`src/rtl/gne3d_pkg.sv`:
```
// shared types and constants for the 3d neighbour enumerator
package gne3d_pkg;

  localparam int unsigned CoordW   = 8;
  localparam int unsigned ExtentW  = 9;
  localparam int unsigned WordW    = 32;
  localparam int unsigned NbrW     = 24;
  localparam int unsigned OrdW     = 5;
  localparam int unsigned CfgIdxW  = 2;
  localparam int unsigned CfgDataW = 32;
  localparam int unsigned QDepth   = 2;
  localparam int unsigned QPtrW    = $clog2(QDepth);
  localparam int unsigned QCntW    = $clog2(QDepth + 1);
  localparam int unsigned MaxOrd   = 26;

  typedef enum logic [CfgIdxW-1:0] {
    REG_EXTENT_X  = 2'd0,
    REG_EXTENT_Y  = 2'd1,
    REG_EXTENT_Z  = 2'd2,
    REG_INV_MARK  = 2'd3
  } cfg_reg_e;

  // per-axis offset range, offsets coded 0..2 for -1..+1
  typedef struct packed {
    logic [1:0] lo;
    logic [1:0] hi;
  } axis_rng_t;

  typedef struct packed {
    logic [CoordW-1:0] x;
    logic [CoordW-1:0] y;
    logic [CoordW-1:0] z;
  } cell_t;

  typedef struct packed {
    cell_t     center;
    axis_rng_t rx;
    axis_rng_t ry;
    axis_rng_t rz;
    logic      none;
  } job_t;

endpackage

```
`src/rtl/grid_neighbour_enumerator_3d_core.sv`:
```
// top level of the 3d neighbour enumerator: front, job queue and back
// path: a transfer in is written to the job queue, taken into the back's job register
// and written to the result register; throughput: one result per cycle from the back
// walker, held while the result register is full and not popped
// a 2-entry job queue lets the front take items while the back is still walking
// reset: extents 256, invalid marker all ones, queue and result register empty
module grid_neighbour_enumerator_3d_core import gne3d_pkg::*; #(
  parameter int unsigned SECTOR_LIMIT = 255
) (
  input  logic                clk_i,
  input  logic                rst_ni,
  input  logic                cfg_we_i,
  input  logic [CfgIdxW-1:0]  cfg_idx_i,
  input  logic [CfgDataW-1:0] cfg_data_i,
  input  logic                push,
  output logic                full,
  input  logic [WordW-1:0]    center_word_i,
  output logic                empty,
  input  logic                pop,
  output logic [NbrW-1:0]     neighbour_word_o,
  output logic [OrdW-1:0]     ordinal_o,
  output logic                is_last_o,
  output logic                none_found_o
);

  job_t front_job, head_job;
  logic head_vld, head_pop;

  gne3d_front u_front (
    .clk_i         (clk_i),
    .rst_ni        (rst_ni),
    .cfg_we_i      (cfg_we_i),
    .cfg_idx_i     (cfg_idx_i),
    .cfg_data_i    (cfg_data_i),
    .center_word_i (center_word_i),
    .job_o         (front_job)
  );

  gne3d_queue u_queue (
    .clk_i   (clk_i),
    .rst_ni  (rst_ni),
    .push_i  (push),
    .data_i  (front_job),
    .full_o  (full),
    .pop_i   (head_pop),
    .valid_o (head_vld),
    .data_o  (head_job)
  );

  gne3d_back #(
    .SECTOR_LIMIT (SECTOR_LIMIT)
  ) u_back (
    .clk_i            (clk_i),
    .rst_ni           (rst_ni),
    .job_valid_i      (head_vld),
    .job_i            (head_job),
    .job_pop_o        (head_pop),
    .empty            (empty),
    .pop              (pop),
    .neighbour_word_o (neighbour_word_o),
    .ordinal_o        (ordinal_o),
    .is_last_o        (is_last_o),
    .none_found_o     (none_found_o)
  );

  a_none_single : assert property (@(posedge clk_i) disable iff (!rst_ni)
    (!empty && none_found_o) |-> (is_last_o && ordinal_o == '0 && neighbour_word_o == '0))
    else $error("none_found result is not a lone zero result");

  a_ord_range : assert property (@(posedge clk_i) disable iff (!rst_ni)
    !empty |-> (ordinal_o <= OrdW'(MaxOrd)))
    else $error("ordinal beyond neighbourhood size");

  a_ord_last : assert property (@(posedge clk_i) disable iff (!rst_ni)
    (!empty && ordinal_o == OrdW'(MaxOrd)) |-> is_last_o)
    else $error("27th result not marked last");

  a_head_pop : assert property (@(posedge clk_i) disable iff (!rst_ni)
    head_pop |-> head_vld)
    else $error("back took a job from an empty queue");

endmodule

```
`src/rtl/gne3d_front.sv`:
```
// front end: configuration registers and classification of incoming cell words
module gne3d_front import gne3d_pkg::*; (
  input  logic                clk_i,
  input  logic                rst_ni,
  input  logic                cfg_we_i,
  input  logic [CfgIdxW-1:0]  cfg_idx_i,
  input  logic [CfgDataW-1:0] cfg_data_i,
  input  logic [WordW-1:0]    center_word_i,
  output job_t                job_o
);

  logic [ExtentW-1:0] ext_x_q, ext_y_q, ext_z_q;
  logic [WordW-1:0]   inv_mark_q;
  logic               ok_x, ok_y, ok_z;

  always_ff @(posedge clk_i or negedge rst_ni) begin
    if (!rst_ni) begin
      ext_x_q    <= ExtentW'(256);
      ext_y_q    <= ExtentW'(256);
      ext_z_q    <= ExtentW'(256);
      inv_mark_q <= '1;
    end else if (cfg_we_i) begin
      case (cfg_reg_e'(cfg_idx_i))
        REG_EXTENT_X: ext_x_q    <= cfg_data_i[ExtentW-1:0];
        REG_EXTENT_Y: ext_y_q    <= cfg_data_i[ExtentW-1:0];
        REG_EXTENT_Z: ext_z_q    <= cfg_data_i[ExtentW-1:0];
        REG_INV_MARK: inv_mark_q <= cfg_data_i[WordW-1:0];
        default: ;
      endcase
    end
  end

  function automatic axis_rng_t axis_range(input logic [CoordW-1:0] c,
                                           input logic [ExtentW-1:0] ext,
                                           output logic any);
    logic [ExtentW-1:0] cw;
    logic               v0, v1, v2;
    axis_rng_t          r;
    cw = {1'b0, c};
    v0 = (c != '0) && ((cw - ExtentW'(1)) < ext);
    v1 = cw < ext;
    v2 = (cw + ExtentW'(1)) < ext;
    r.lo = v0 ? 2'd0 : (v1 ? 2'd1 : 2'd2);
    r.hi = v2 ? 2'd2 : (v1 ? 2'd1 : 2'd0);
    any  = v0 | v1 | v2;
    return r;
  endfunction

  always_comb begin
    job_o.center = cell_t'(center_word_i[NbrW-1:0]);
    job_o.rx     = axis_range(center_word_i[23:16], ext_x_q, ok_x);
    job_o.ry     = axis_range(center_word_i[15:8], ext_y_q, ok_y);
    job_o.rz     = axis_range(center_word_i[7:0], ext_z_q, ok_z);
    job_o.none   = (center_word_i == inv_mark_q) || !ok_x || !ok_y || !ok_z;
  end

endmodule

```
`src/rtl/gne3d_queue.sv`:
```
// short job queue between front and back
module gne3d_queue import gne3d_pkg::*; (
  input  logic clk_i,
  input  logic rst_ni,
  input  logic push_i,
  input  job_t data_i,
  output logic full_o,
  input  logic pop_i,
  output logic valid_o,
  output job_t data_o
);

  job_t             mem_q [QDepth];
  logic [QPtrW-1:0] wr_q, rd_q;
  logic [QCntW-1:0] cnt_q;
  logic             do_push, do_pop;

  assign full_o  = (cnt_q == QCntW'(QDepth));
  assign valid_o = (cnt_q != '0);
  assign data_o  = mem_q[rd_q];
  assign do_push = push_i && !full_o;
  assign do_pop  = pop_i && valid_o;

  always_ff @(posedge clk_i) begin
    if (do_push) begin
      mem_q[wr_q] <= data_i;
    end
  end

  always_ff @(posedge clk_i or negedge rst_ni) begin
    if (!rst_ni) begin
      wr_q  <= '0;
      rd_q  <= '0;
      cnt_q <= '0;
    end else begin
      if (do_push) begin
        wr_q <= (wr_q == QPtrW'(QDepth - 1)) ? '0 : wr_q + QPtrW'(1);
      end
      if (do_pop) begin
        rd_q <= (rd_q == QPtrW'(QDepth - 1)) ? '0 : rd_q + QPtrW'(1);
      end
      case ({do_push, do_pop})
        2'b10:   cnt_q <= cnt_q + QCntW'(1);
        2'b01:   cnt_q <= cnt_q - QCntW'(1);
        default: ;
      endcase
    end
  end

endmodule

```
`src/rtl/gne3d_back.sv`:
```
// back end: walks the neighbour offsets of one job and fills the result register
module gne3d_back import gne3d_pkg::*; #(
  parameter int unsigned SECTOR_LIMIT = 255
) (
  input  logic              clk_i,
  input  logic              rst_ni,
  input  logic              job_valid_i,
  input  job_t              job_i,
  output logic              job_pop_o,
  output logic              empty,
  input  logic              pop,
  output logic [NbrW-1:0]   neighbour_word_o,
  output logic [OrdW-1:0]   ordinal_o,
  output logic              is_last_o,
  output logic              none_found_o
);

  localparam logic [ExtentW-1:0] Limit = ExtentW'(SECTOR_LIMIT);

  typedef enum logic [1:0] {
    ST_IDLE = 2'b01,
    ST_RUN  = 2'b10
  } state_e;

  state_e            state_q, state_d;
  job_t              job_q, job_d;
  logic [1:0]        i_q, i_d, j_q, j_d, k_q, k_d;
  logic [OrdW-1:0]   cnt_q, cnt_d;
  logic              out_vld_q, out_vld_d;
  logic [NbrW-1:0]   word_q, word_d;
  logic [OrdW-1:0]   ord_q, ord_d;
  logic              last_q, last_d, none_q, none_d;
  logic              slot_free, at_end;

  function automatic logic [CoordW-1:0] coord(input logic [CoordW-1:0] c,
                                              input logic [1:0] off);
    logic [ExtentW-1:0] v;
    v = {1'b0, c} + ExtentW'(off) - ExtentW'(1);
    return (v > Limit) ? Limit[CoordW-1:0] : v[CoordW-1:0];
  endfunction

  assign slot_free = !out_vld_q || pop;
  assign at_end    = (i_q == job_q.rx.hi) && (j_q == job_q.ry.hi) && (k_q == job_q.rz.hi);

  always_comb begin
    state_d   = state_q;
    job_d     = job_q;
    i_d       = i_q;
    j_d       = j_q;
    k_d       = k_q;
    cnt_d     = cnt_q;
    out_vld_d = out_vld_q && !pop;
    word_d    = word_q;
    ord_d     = ord_q;
    last_d    = last_q;
    none_d    = none_q;
    job_pop_o = 1'b0;
    case (state_q)
      ST_IDLE: begin
        if (job_valid_i) begin
          job_pop_o = 1'b1;
          job_d     = job_i;
          i_d       = job_i.rx.lo;
          j_d       = job_i.ry.lo;
          k_d       = job_i.rz.lo;
          cnt_d     = '0;
          state_d   = ST_RUN;
        end
      end
      ST_RUN: begin
        if (slot_free) begin
          out_vld_d = 1'b1;
          if (job_q.none) begin
            word_d  = '0;
            ord_d   = '0;
            last_d  = 1'b1;
            none_d  = 1'b1;
            state_d = ST_IDLE;
          end else begin
            word_d = {coord(job_q.center.x, i_q), coord(job_q.center.y, j_q),
                      coord(job_q.center.z, k_q)};
            ord_d  = cnt_q;
            last_d = at_end;
            none_d = 1'b0;
            cnt_d  = cnt_q + OrdW'(1);
            if (at_end) begin
              state_d = ST_IDLE;
            end else if (k_q != job_q.rz.hi) begin
              k_d = k_q + 2'd1;
            end else begin
              k_d = job_q.rz.lo;
              if (j_q != job_q.ry.hi) begin
                j_d = j_q + 2'd1;
              end else begin
                j_d = job_q.ry.lo;
                i_d = i_q + 2'd1;
              end
            end
          end
        end
      end
      default: state_d = ST_IDLE;
    endcase
  end

  always_ff @(posedge clk_i or negedge rst_ni) begin
    if (!rst_ni) begin
      state_q   <= ST_IDLE;
      out_vld_q <= 1'b0;
      cnt_q     <= '0;
    end else begin
      state_q   <= state_d;
      out_vld_q <= out_vld_d;
      cnt_q     <= cnt_d;
    end
  end

  always_ff @(posedge clk_i) begin
    job_q  <= job_d;
    i_q    <= i_d;
    j_q    <= j_d;
    k_q    <= k_d;
    word_q <= word_d;
    ord_q  <= ord_d;
    last_q <= last_d;
    none_q <= none_d;
  end

  assign empty            = !out_vld_q;
  assign neighbour_word_o = word_q;
  assign ordinal_o        = ord_q;
  assign is_last_o        = last_q;
  assign none_found_o     = none_q;

endmodule
```
`config.mk`:
```
export PLATFORM = sky130hd
export DESIGN_NAME = grid_neighbour_enumerator_3d_core
export DESIGN_NICKNAME = d
export VERILOG_FILES = /design/src/rtl/gne3d_pkg.sv /design/src/rtl/grid_neighbour_enumerator_3d_core.sv /design/src/rtl/gne3d_front.sv /design/src/rtl/gne3d_queue.sv /design/src/rtl/gne3d_back.sv
export SDC_FILE = /design/constraint.sdc
export NUM_CORES = 1
export LEC_CHECK = 0
export ABC_AREA = 1
export BUFFER_PORTS_ARGS = -buffer_cell sky130_fd_sc_hd__clkbuf_2
export CAP_MARGIN = 15
export CORE_MARGIN = 5
export CORE_UTILIZATION = 55
export DETAILED_ROUTE_END_ITERATION = 10
export GPL_ROUTABILITY_DRIVEN = 0
export HOLD_SLACK_MARGIN = 0.03
export PLACE_DENSITY = 0.74
export SYNTH_ARGS = -nofsm -noshare
export SYNTH_HDL_FRONTEND = slang
export SYNTH_HIERARCHICAL = 1
export SYNTH_SLANG_ARGS = --single-unit
```
`constraint.sdc`:
```
create_clock -name clk_i -period 3.9 [get_ports clk_i]
set_input_delay 0.39 -clock clk_i [delete_from_list [all_inputs] [get_ports clk_i]]
set_output_delay 0.39 -clock clk_i [all_outputs]
set_load 0.005 [all_outputs]
```
==> flow_summary.ini <==
[clock_tree]
htree_levels = 1
cts_made_buffers = 25
clkTransAtPathRegs_ps = 60
cts_setup_buffers = 0
ctsLongestPathBuffers = 3
cts-resized-gates = 0
clock_sinks = 217
hold_buffers = 0
clkLatencyLatePin_ps = 520
cts_tree = done
clock-root-buffer = clkbuf_16

[critical_path]
path_cells = inv_1 -> nand2_1 -> a21oi_1 -> o21ai_0 -> inv_1 -> nand2_1 -> nor2_1
reg2reg_depth = 7
cp.depth = 7
cpPeakStageDelay_ps = 600
start_kind = register
cp_top_family = buffers and inverters
cp_num_buf_inv = 2
crit_required_ps = 4090
cp_max_fo = 22
endpoint_kind = register
critPathArrivalTime_ps = 2400
criticalPathCategory = reg -> reg
critical_path.slowest_cell = edfxtp_1
reg2reg_setup_slack_ps = 1690

[global_routing]
antenna_found_initial = 0
gr-max-usage-layer = met2
grt_max_degree = 46
grt-ovfl-total = 0
grt_util_all_layers = 0.1913
grt_pass1_vias = 9163
met1_usage = 0.2582
grt_pass1_wl_um = 42780
use_met3 = 0.02895
met2_usage = 0.3252

[synthesis]
ys_warn_count = 6
synth_top_area_frac = 0.3340
syn-num-nets = 1663
synthesis.area_um2 = 13130
syn_avg_cell_area_um2 = 8.857
yosysTopAreaCell = edfxtp_1
yosysSeqAreaShare = 0.4728
ys.flop_type = edfxtp_1
yosys.cell_types.count = 38
synth_seq_cells = 217
synthTopCellsByArea = edfxtp_1, nand2_1, ha_1
syn_inst = 1482
async_flop_share = 0.3272
synth_enable_flop_cells = 146

[detailed_routing]
wl_per_cell_um = 13.32
ant_nets = 0
drt-initial-drc-count = 477
vias = 9504
drt_pre_antenna_iters = 5
via_per_inst = 4.986
drc = 0
wl_um = 25390

[floorplanning]
die_x_um = 164.5
die_area_um2 = 27060
core_um2 = 23470
chipHeight_um = 164.5
ios = 104
start_util = 0.5592
std_cell_rows = 56

[final_layout]
final_cell_mix = nand2_1, inv_1, edfxtp_1
syn2layout_area_growth_pct = 11.30
utilization = 0.6224
drive_above_1_share = 0.1582
final_nets = 1749
num_antenna_cells = 0
fillers = 1989
layout_commonest_cell = nand2_1
design_area_um2 = 14610

[power_and_ir_drop]
ir_worst_vdd_v = 0.0002873
powerDensity_nw_per_um2 = 726.5
p_leak_uw = 0.007239

[sta]
period_share = 0.5678
setup_tns_ps = 0
fin_skew_ps = 13.51
period_needed_ps = 2214
max_slew.worst_pin.slew_ps = 1056
final_max_slew_viol_count = 0
max_freq_ghz = 0.4516
hold_viol = 0
rsz0062_at_grt = no
slew_headroom = 0.2946
setup_violations = 0

[worst_hold_path]
hold_path_class = in -> async

[placed_design]
dpl-instance-area_um2 = 13740
portBuffers = 103
dp_hpwl_um = 19000

[run]
timing.max_cap.violations = 0

[outcome]
status = completed
-- layout make-up --
type | count | area, um^2 | area share
tap | 319 | 399.1 | 0.02732
multi-input combinational | 973 | 5669 | 0.3881
clock inverter | 11 | 146.4 | 0.01002
clock buffer | 35 | 723.2 | 0.04950
timing repair buffer | 108 | 553.0 | 0.03786
inverter | 243 | 912.1 | 0.06244
sequential | 217 | 6206 | 0.4248
-- through the flow --
stage	std cells	hold slack (ps)	setup WS, ps	power [uW]
after floorplan	1482	94.41	1350	7268
after global placement	1860	457.0	1390	8097
after detailed placement	1860	469.2	1332	8254
after CTS	1906	38.50	1647	10710
after global routing	1906	77.12	1439	11580
final	1906	12.68	1686	10610
-- registers in the layout (all words and copies together) (netlist names), 2 cells and up --
name                     count
u_back/cnt_q                 5
u_back/i_q                   2
u_back/j_q                   2
u_back/job_q                35
u_back/k_q                   2
u_back/neighbour_word_o     24
u_back/ordinal_o             5
u_back/state_q               2
u_front/ext_x_q              9
u_front/ext_y_q              9
u_front/ext_z_q              9
u_front/inv_mark_q          32
u_queue/cnt_q                2
u_queue/mem_q               74
-- cells in the mapped netlist, types with 6 or more instances --
master,n
a21oi_1,41
buf_2,7
buf_4,27
buf_6,7
clkbuf_1,6
dfrtp_1,35
dfstp_2,36
edfxtp_1,146
ha_1,107
inv_1,235
inv_2,8
mux2_2,6
mux2_4,14
nand2_1,448
nand2_2,14
nand3_1,74
nand3_2,13
nand4_1,19
nor2_1,88
nor3_1,9
o21ai_0,52
xnor2_1,35
xor2_1,27
-- cell families after synthesis --
group / after synthesis / share of synthesized area
xor+xnor: 62 / 0.04137
simple gates: 675 / 0.2187
mux: 20 / 0.02116
flops: 217 / 0.4728
fa+ha+maj: 110 / 0.1066
compound gates: 106 / 0.04337
buf+inv: 292 / 0.09608
-- power by group --
part	switching, uW	internal, uW
combinational	2780	1610
sequential	335	3480
clock	904	1500
total	4020	6590
-- layer usage --
| metal | vias to the layer above | routed length (um) |
|---|---|---|
| li1 | 4901 | - |
| met1 | 4332 | 11590 |
| met2 | 220 | 11940 |
| met5 | - | 0 |
| met3 | 51 | 1219 |
| met4 | 0 | 637 |
-- final timing paths --
check	start	endpoint
min	rst_ni	u_front/ext_z_q[5]
max in group asynchronous	rst_ni	u_front/ext_x_q[8]
max reg2reg	u_back/job_q[0]	u_back/i_q[0]
max	u_back/job_q[0]	u_back/i_q[0]
min reg2reg	u_queue/cnt_q[1]	u_queue/cnt_q[1]
min in group clk_i	cfg_data_i[16]	u_front/inv_mark_q[16]
No activity file was read; power rests on OpenSTA's default activity.
